==> config.mk <==
export PLATFORM = sky130hd
export DESIGN_NAME = bmseq_ctrl
export DESIGN_NICKNAME = d
export VERILOG_FILES = /design/src/bmseq_pkg.sv /design/src/bmseq_ctrl.sv
export SDC_FILE = /design/constraint.sdc
export NUM_CORES = 1
export LEC_CHECK = 0
export ABC_AREA = 0
export BUFFER_PORTS_ARGS = -buffer_cell sky130_fd_sc_hd__buf_2
export CAP_MARGIN = 5
export CORE_UTILIZATION = 40
export CTS_CLUSTER_SIZE = 25
export DETAILED_ROUTE_END_ITERATION = 7
export PLACE_DENSITY = 0.71
export SETUP_SLACK_MARGIN = 0.05
export SLEW_MARGIN = 5
export SYNTH_ARGS = -nofsm -noshare
export SYNTH_HDL_FRONTEND = slang
export SYNTH_SLANG_ARGS = --single-unit
==> constraint.sdc <==
create_clock -name i_clk -period 2.52 [get_ports i_clk]
set_clock_uncertainty 0.1 [all_clocks]
set_input_delay 0.252 -clock i_clk [delete_from_list [all_inputs] [get_ports i_clk]]
set_output_delay 0.252 -clock i_clk [all_outputs]
set_load 0.05 [all_outputs]
==> src/bmseq_pkg.sv <==
// ============================================================================
// Buzzer melody sequencer package
// Shared types and constants for the controller, datapath and divider.
// ============================================================================
package bmseq_pkg;

    localparam int NOTES_PER_SONG = 256;
    localparam int SONG_SLOTS     = 3;
    localparam int STORE_DEPTH    = SONG_SLOTS * NOTES_PER_SONG;
    localparam int ADDR_W         = 10;
    localparam int POS_W          = 8;
    localparam int TONE_W         = 16;
    localparam int BEATS_W        = 8;
    localparam int TICKS_W        = 24;
    localparam int QUOT_W         = 20;
    localparam int DIV_CNT_W      = 5;

    localparam logic [TONE_W-1:0]    TONE_END      = 16'd0;
    localparam logic [TONE_W-1:0]    TONE_REST     = 16'd1000;
    localparam logic [QUOT_W-1:0]    TIMER_TICK_HZ = 20'd1000000;
    localparam logic [DIV_CNT_W-1:0] DIV_STEPS     = 5'd20;
    localparam logic [15:0]          BEAT_MS_RESET = 16'd500;
    localparam logic [POS_W-1:0]     LAST_POS      = 8'(NOTES_PER_SONG - 1);

    typedef enum logic [1:0] {
        PH_IDLE,
        PH_SOUND,
        PH_GAP,
        PH_REST
    } t_phase;

    typedef enum logic [3:0] {
        ST_IDLE,
        ST_DISPATCH,
        ST_SETTLE,
        ST_SELECT,
        ST_READ,
        ST_NOTE,
        ST_DIV,
        ST_FINISH,
        ST_COUNT,
        ST_EMIT
    } t_state;

    typedef struct packed {
        logic        operation;
        logic [4:0]  buttons;
        logic [1:0]  load_song;
        logic [7:0]  load_position;
        logic [15:0] load_tone;
        logic [7:0]  load_beats;
    } t_in_item;

    typedef struct packed {
        logic [15:0] timer_period;
        logic [15:0] timer_compare;
        logic        playing;
        logic [1:0]  current_song;
        logic [7:0]  note_position;
    } t_out_item;

    typedef struct packed {
        logic capture;
        logic write_note;
        logic enter_gap;
        logic go_idle;
        logic advance;
        logic select;
        logic read;
        logic rest_start;
        logic div_start;
        logic note_sound;
        logic count;
        logic emit;
    } t_cmd;

    typedef struct packed {
        t_phase phase;
        logic   ticks_zero;
        logic   last_pos;
        logic   op_load;
        logic   btn_hit;
        logic   tone_end;
        logic   tone_rest;
        logic   div_done;
        logic   out_free;
    } t_status;

endpackage

==> src/bmseq_ctrl.sv <==
// ============================================================================
// Sequencer controller
// State machine that walks one beat through dispatch, phase settling, song
// selection, note start, tick count and result hand-off.
// ============================================================================
module bmseq_ctrl (
    input  logic               i_clk,
    input  logic               i_rst_n,
    input  logic               i_in_valid,
    input  bmseq_pkg::t_status i_status,
    output logic               o_in_ready,
    output bmseq_pkg::t_cmd    o_cmd
);

    bmseq_pkg::t_state r_state;
    bmseq_pkg::t_state n_state;
    logic              r_selected;
    logic              n_selected;
    logic              pending;

    assign pending = (i_status.phase != bmseq_pkg::PH_IDLE) && i_status.ticks_zero;

    always_ff @(posedge i_clk) begin
        if (!i_rst_n) begin
            r_state    <= bmseq_pkg::ST_IDLE;
            r_selected <= 1'b0;
        end else begin
            r_state    <= n_state;
            r_selected <= n_selected;
        end
    end

    always_comb begin
        n_state    = r_state;
        n_selected = r_selected;
        case (r_state)
            bmseq_pkg::ST_IDLE: begin
                if (i_in_valid) begin
                    n_state = bmseq_pkg::ST_DISPATCH;
                end
            end
            bmseq_pkg::ST_DISPATCH: begin
                n_selected = 1'b0;
                n_state    = i_status.op_load ? bmseq_pkg::ST_EMIT : bmseq_pkg::ST_SETTLE;
            end
            bmseq_pkg::ST_SETTLE: begin
                if (pending) begin
                    if (i_status.phase != bmseq_pkg::PH_SOUND && !i_status.last_pos) begin
                        n_state = bmseq_pkg::ST_READ;
                    end
                end else if (i_status.phase == bmseq_pkg::PH_IDLE && !r_selected) begin
                    n_state = bmseq_pkg::ST_SELECT;
                end else begin
                    n_state = bmseq_pkg::ST_COUNT;
                end
            end
            bmseq_pkg::ST_SELECT: begin
                n_selected = 1'b1;
                n_state    = i_status.btn_hit ? bmseq_pkg::ST_READ : bmseq_pkg::ST_COUNT;
            end
            bmseq_pkg::ST_READ: begin
                n_state = bmseq_pkg::ST_NOTE;
            end
            bmseq_pkg::ST_NOTE: begin
                if (i_status.tone_end || i_status.tone_rest) begin
                    n_state = bmseq_pkg::ST_SETTLE;
                end else begin
                    n_state = bmseq_pkg::ST_DIV;
                end
            end
            bmseq_pkg::ST_DIV: begin
                if (i_status.div_done) begin
                    n_state = bmseq_pkg::ST_FINISH;
                end
            end
            bmseq_pkg::ST_FINISH: begin
                n_state = bmseq_pkg::ST_SETTLE;
            end
            bmseq_pkg::ST_COUNT: begin
                n_state = bmseq_pkg::ST_EMIT;
            end
            bmseq_pkg::ST_EMIT: begin
                if (i_status.out_free) begin
                    n_state = bmseq_pkg::ST_IDLE;
                end
            end
            default: begin
                n_state = bmseq_pkg::ST_IDLE;
            end
        endcase
    end

    always_comb begin
        o_cmd      = '0;
        o_in_ready = 1'b0;
        case (r_state)
            bmseq_pkg::ST_IDLE: begin
                o_in_ready    = 1'b1;
                o_cmd.capture = i_in_valid;
            end
            bmseq_pkg::ST_DISPATCH: begin
                o_cmd.write_note = i_status.op_load;
            end
            bmseq_pkg::ST_SETTLE: begin
                if (pending) begin
                    if (i_status.phase == bmseq_pkg::PH_SOUND) begin
                        o_cmd.enter_gap = 1'b1;
                    end else if (i_status.last_pos) begin
                        o_cmd.go_idle = 1'b1;
                    end else begin
                        o_cmd.advance = 1'b1;
                    end
                end
            end
            bmseq_pkg::ST_SELECT: begin
                o_cmd.select = i_status.btn_hit;
            end
            bmseq_pkg::ST_READ: begin
                o_cmd.read = 1'b1;
            end
            bmseq_pkg::ST_NOTE: begin
                if (i_status.tone_end) begin
                    o_cmd.go_idle = 1'b1;
                end else if (i_status.tone_rest) begin
                    o_cmd.rest_start = 1'b1;
                end else begin
                    o_cmd.div_start = 1'b1;
                end
            end
            bmseq_pkg::ST_DIV: begin
            end
            bmseq_pkg::ST_FINISH: begin
                o_cmd.note_sound = 1'b1;
            end
            bmseq_pkg::ST_COUNT: begin
                o_cmd.count = 1'b1;
            end
            bmseq_pkg::ST_EMIT: begin
                o_cmd.emit = i_status.out_free;
            end
            default: begin
                o_cmd = '0;
            end
        endcase
    end

endmodule

==> key figures <==
Outcome
  – Outcome: finished, final reports clean

Global route
  – Total track usage: ~22%
  – Global routing's busiest layer: met2
  – Largest net degree at the start of global routing: 17
  – Number of antenna violations at the first check in global routing: 0
  – First-pass GRT wire length: about 2300 um
  – Met3 routing resource usage after global routing: about 5.2%
  – Number of global-route vias before repair: just over 500
  – Met2 GRT Util: ~36%
  – GRT overflow: 0
  – Met1 track demand over resource: a little under a third

STA
  – Unrepaired setup endpoints after global routing: no
  – Final worst-path cycle share: 88.7%
  – Total Negative Setup Slacks: 0 ns
  – Final Max Tran Viols: 0
  – Peak clock frequency supported by timing: about 0.45 GHz
  – Final setup margin: between 0.2 and 0.3 ns
  – Final number of setup-violating endpoints: 0
  – Transition time at the pin with the least slew margin: approximately 0.52 ns
  – Worst hold slack: between 0.15 and 0.2 ns
  – Worst-case headroom to the max-slew limit: 65.1%
  – Fin crit period: approximately 2.2 ns
  – Final Hold Fails: 0

Detailed routing
  – Detailed-route vias per instance: between 5 and 6
  – Vias after detailed routing: ~660
  – Routed wire length: between 1000 and 1500 um
  – Initial drt markers: 14
  – Routed Antenna Nets: 0
  – Post-route DRC violation count: 0
  – Number of search-and-repair iterations in the first detailed-routing pass: 4
  – Per-cell routed wire length: around 12 um

Clocking
  – CTS tree: built
  – Clock root cell: clkbuf_4
  – Maximum level of the CTS H-tree: 1
  – Later-pin clock latency in the skew report: roughly 0.24 ns
  – Count of hold buffers inserted by post-cts repair: 0
  – Number of gates resized after CTS: 0
  – Buffer levels on the longest clock path: 2
  – Clock transition at path regs: roughly 0.04 ns
  – TritonCTS Buffers: 3
  – Sink count of the clock tree: 5
  – Post-CTS setup-driven buffer insertion count: 0

Setup path
  – Worst path slowest cell: or4b_4
  – Register-to-Register Setup Slack: 0.65 ns
  – Biggest fanout along the worst timing path: 15
  – Req. time, crit path: roughly 2.2 ns
  – Critical Path Sink Type: output pin
  – Number of buffer and inverter instances along the worst setup path: 1
  – Cell type group with the largest total delay on the critical path: simple AND/OR/NAND/NOR gates
  – Crit start category: register
  – Worst setup path class: reg -> out
  – Critical path's largest stage delay: 0.62 ns
  – Critical-path cell list: or4b_4, nor2_1, a32o_1, buf_2
  – WP data arrival: approximately 1.9 ns

Final layout
  – Number of nets in the layout: between 100 and 150
  – Post-route standard cell area excluding fillers: ~690 sq um
  – Layout area overhead: 32.3%
  – Top library cells by usage in the layout, fill and taps aside: 25 x buf_2, 13 x nor2_1, 8 x nand2_1, 5 x o21ai_0, 5 x dfxtp_1
  – Final non-filler cell total: 117
  – Antenna diode count: 0
  – Fraction of final layout cells with drive strength greater than 1: about a third
  – Leading cell type in the layout, fill and taps excluded: buf_2

Floorplan
  – Effective utilization at floorplan: roughly 45%
  – Horizontal die dimension: 38.2 um
  – I/O pin cnt: 26
  – Total die area: between 1000 and 1500 sq um
  – Number of core rows: 12
  – Die Height: ~38 um
  – Floorplan core area: approximately 1200 sq um

Logic synthesis
  – Unique cell type count in the Yosys netlist: 31
  – Count of state elements after synthesis: 5
  – Cell count after synthesis: about 80
  – Area of the mapped netlist: 523 sq um
  – Synth Area per Inst: roughly 6.6 sq um
  – Register area share after synthesis: roughly a fifth
  – Number of nets in the synthesized netlist: 92
  – Yosys synthesis warning count: 0

Place
  – RePlAce Congestion: 0.827
  – Total placed instance area: around 670 sq um
  – Post-DP HPWL: about 1100 um
  – Cell count after placement: approximately 110
  – Post-placement setup slack: around 0.51 ns
  – Number of I/O port buffers: 25

Hold path
  – Type of the tightest min-delay check: in -> reg

Pwr
  – Worst IR Drop VDD: between 0.4 and 0.5 mV
  – Static power due to leakage: ~0.32 nW
  – Power Density: approximately 700 nW/um^2

Job
  – # Max-Cap Violations: 0
==> registers in the layout, indices dropped and copies added (netlist names) <==
register	cells
r_state	4
r_selected	1
==> layer usage <==
metal / wire, um / vias up / share of wire [%]
li1: - / 339 / -
met3: 89 / 0 / 6.5
met2: 642 / 25 / 47
met5: 0 / - / 0
met4: 0 / 0 / 0
met1: 641 / 292 / 47
==> area by class of cell <==
| cell class | count | area (sq um) |
|---|---|---|
| Sequential cell | 5 | 100 |
| Tap cell | 14 | 17.5 |
| Fill cell | 114 | 464 |
| Clock buffer | 4 | 26.3 |
| Multi-Input combinational cell | 64 | 400 |
| Inverter | 4 | 15.0 |
| Timing Repair Buffer | 26 | 133 |
==> Yosys cell counts <==
master     number  area share, %
o21a_1          1            1.4
nand4bb_1       1            2.2
nor2b_1         1            1.2
nor4_1          3            3.6
and2_1          1            1.2
and4_1          1            1.7
nor3b_1         1            1.4
o32a_1          1            1.9
dfxtp_1         5             19
nor2_1         13            9.3
nand2b_1        3            3.6
or4_1           1            1.4
mux2i_1         2            3.8
nand4_1         1            1.2
nor4b_1         3            5.0
a32o_1          1            1.9
nand2_1         8            5.7
o21ai_0         5            4.8
o211a_1         1            1.9
or3_1           1            1.2
and3b_1         1            1.7
clkbuf_1        5            3.6
nor3_1          4            3.8
a21oi_1         3            2.9
o41a_1          1            2.2
o21ai_1         3            2.9
o31ai_1         1            1.4
inv_1           4            2.9
nand3_1         1           0.96
buf_4           1            1.4
or4b_4          1            2.6
==> tightest hold or removal path: cells and delay by family <==
kind	cells	cell delay, ns
AOI/OAI and AO/OA	1	0.06
and+or+nand+nor	1	0.05
buffers and inverters	1	0.12
==> stage by stage <==
step,total power [W],util [%]
floorplan,0.000337,-
global placement,0.000394,57.6
detailed placement,0.000396,57.6
CTS,0.000490,59.8
global route,0.000526,59.8
finish,0.000487,59.8
==> where the power goes <==
group,total (W),internal (W),switching [W]
combinational,0.000256,0.0000853,0.000170
clock,0.0000924,0.0000598,0.0000326
sequential,0.000139,0.0000933,0.0000459
total,0.000487,0.000239,0.000249
==> final timing paths <==
kind / cells past startpoint / startpoint / endpoint
worst max-delay path: 4 / r_state[2] / o_cmd[8]
worst min-delay path: 3 / i_rst_n / r_state[0]
worst max register to register: 4 / r_state[2] / r_state[2]
worst min register to register: 2 / r_selected / r_selected
==> logic make-up after synthesis <==
| logic type | after synthesis | synth area share (%) |
|---|---|---|
| compound gates | 17 | 21.3 |
| buf+inv | 10 | 7.89 |
| flops | 5 | 19.1 |
| mux | 2 | 3.83 |
| simple gates | 45 | 47.9 |
No activity file was read; power rests on OpenSTA's default activity.
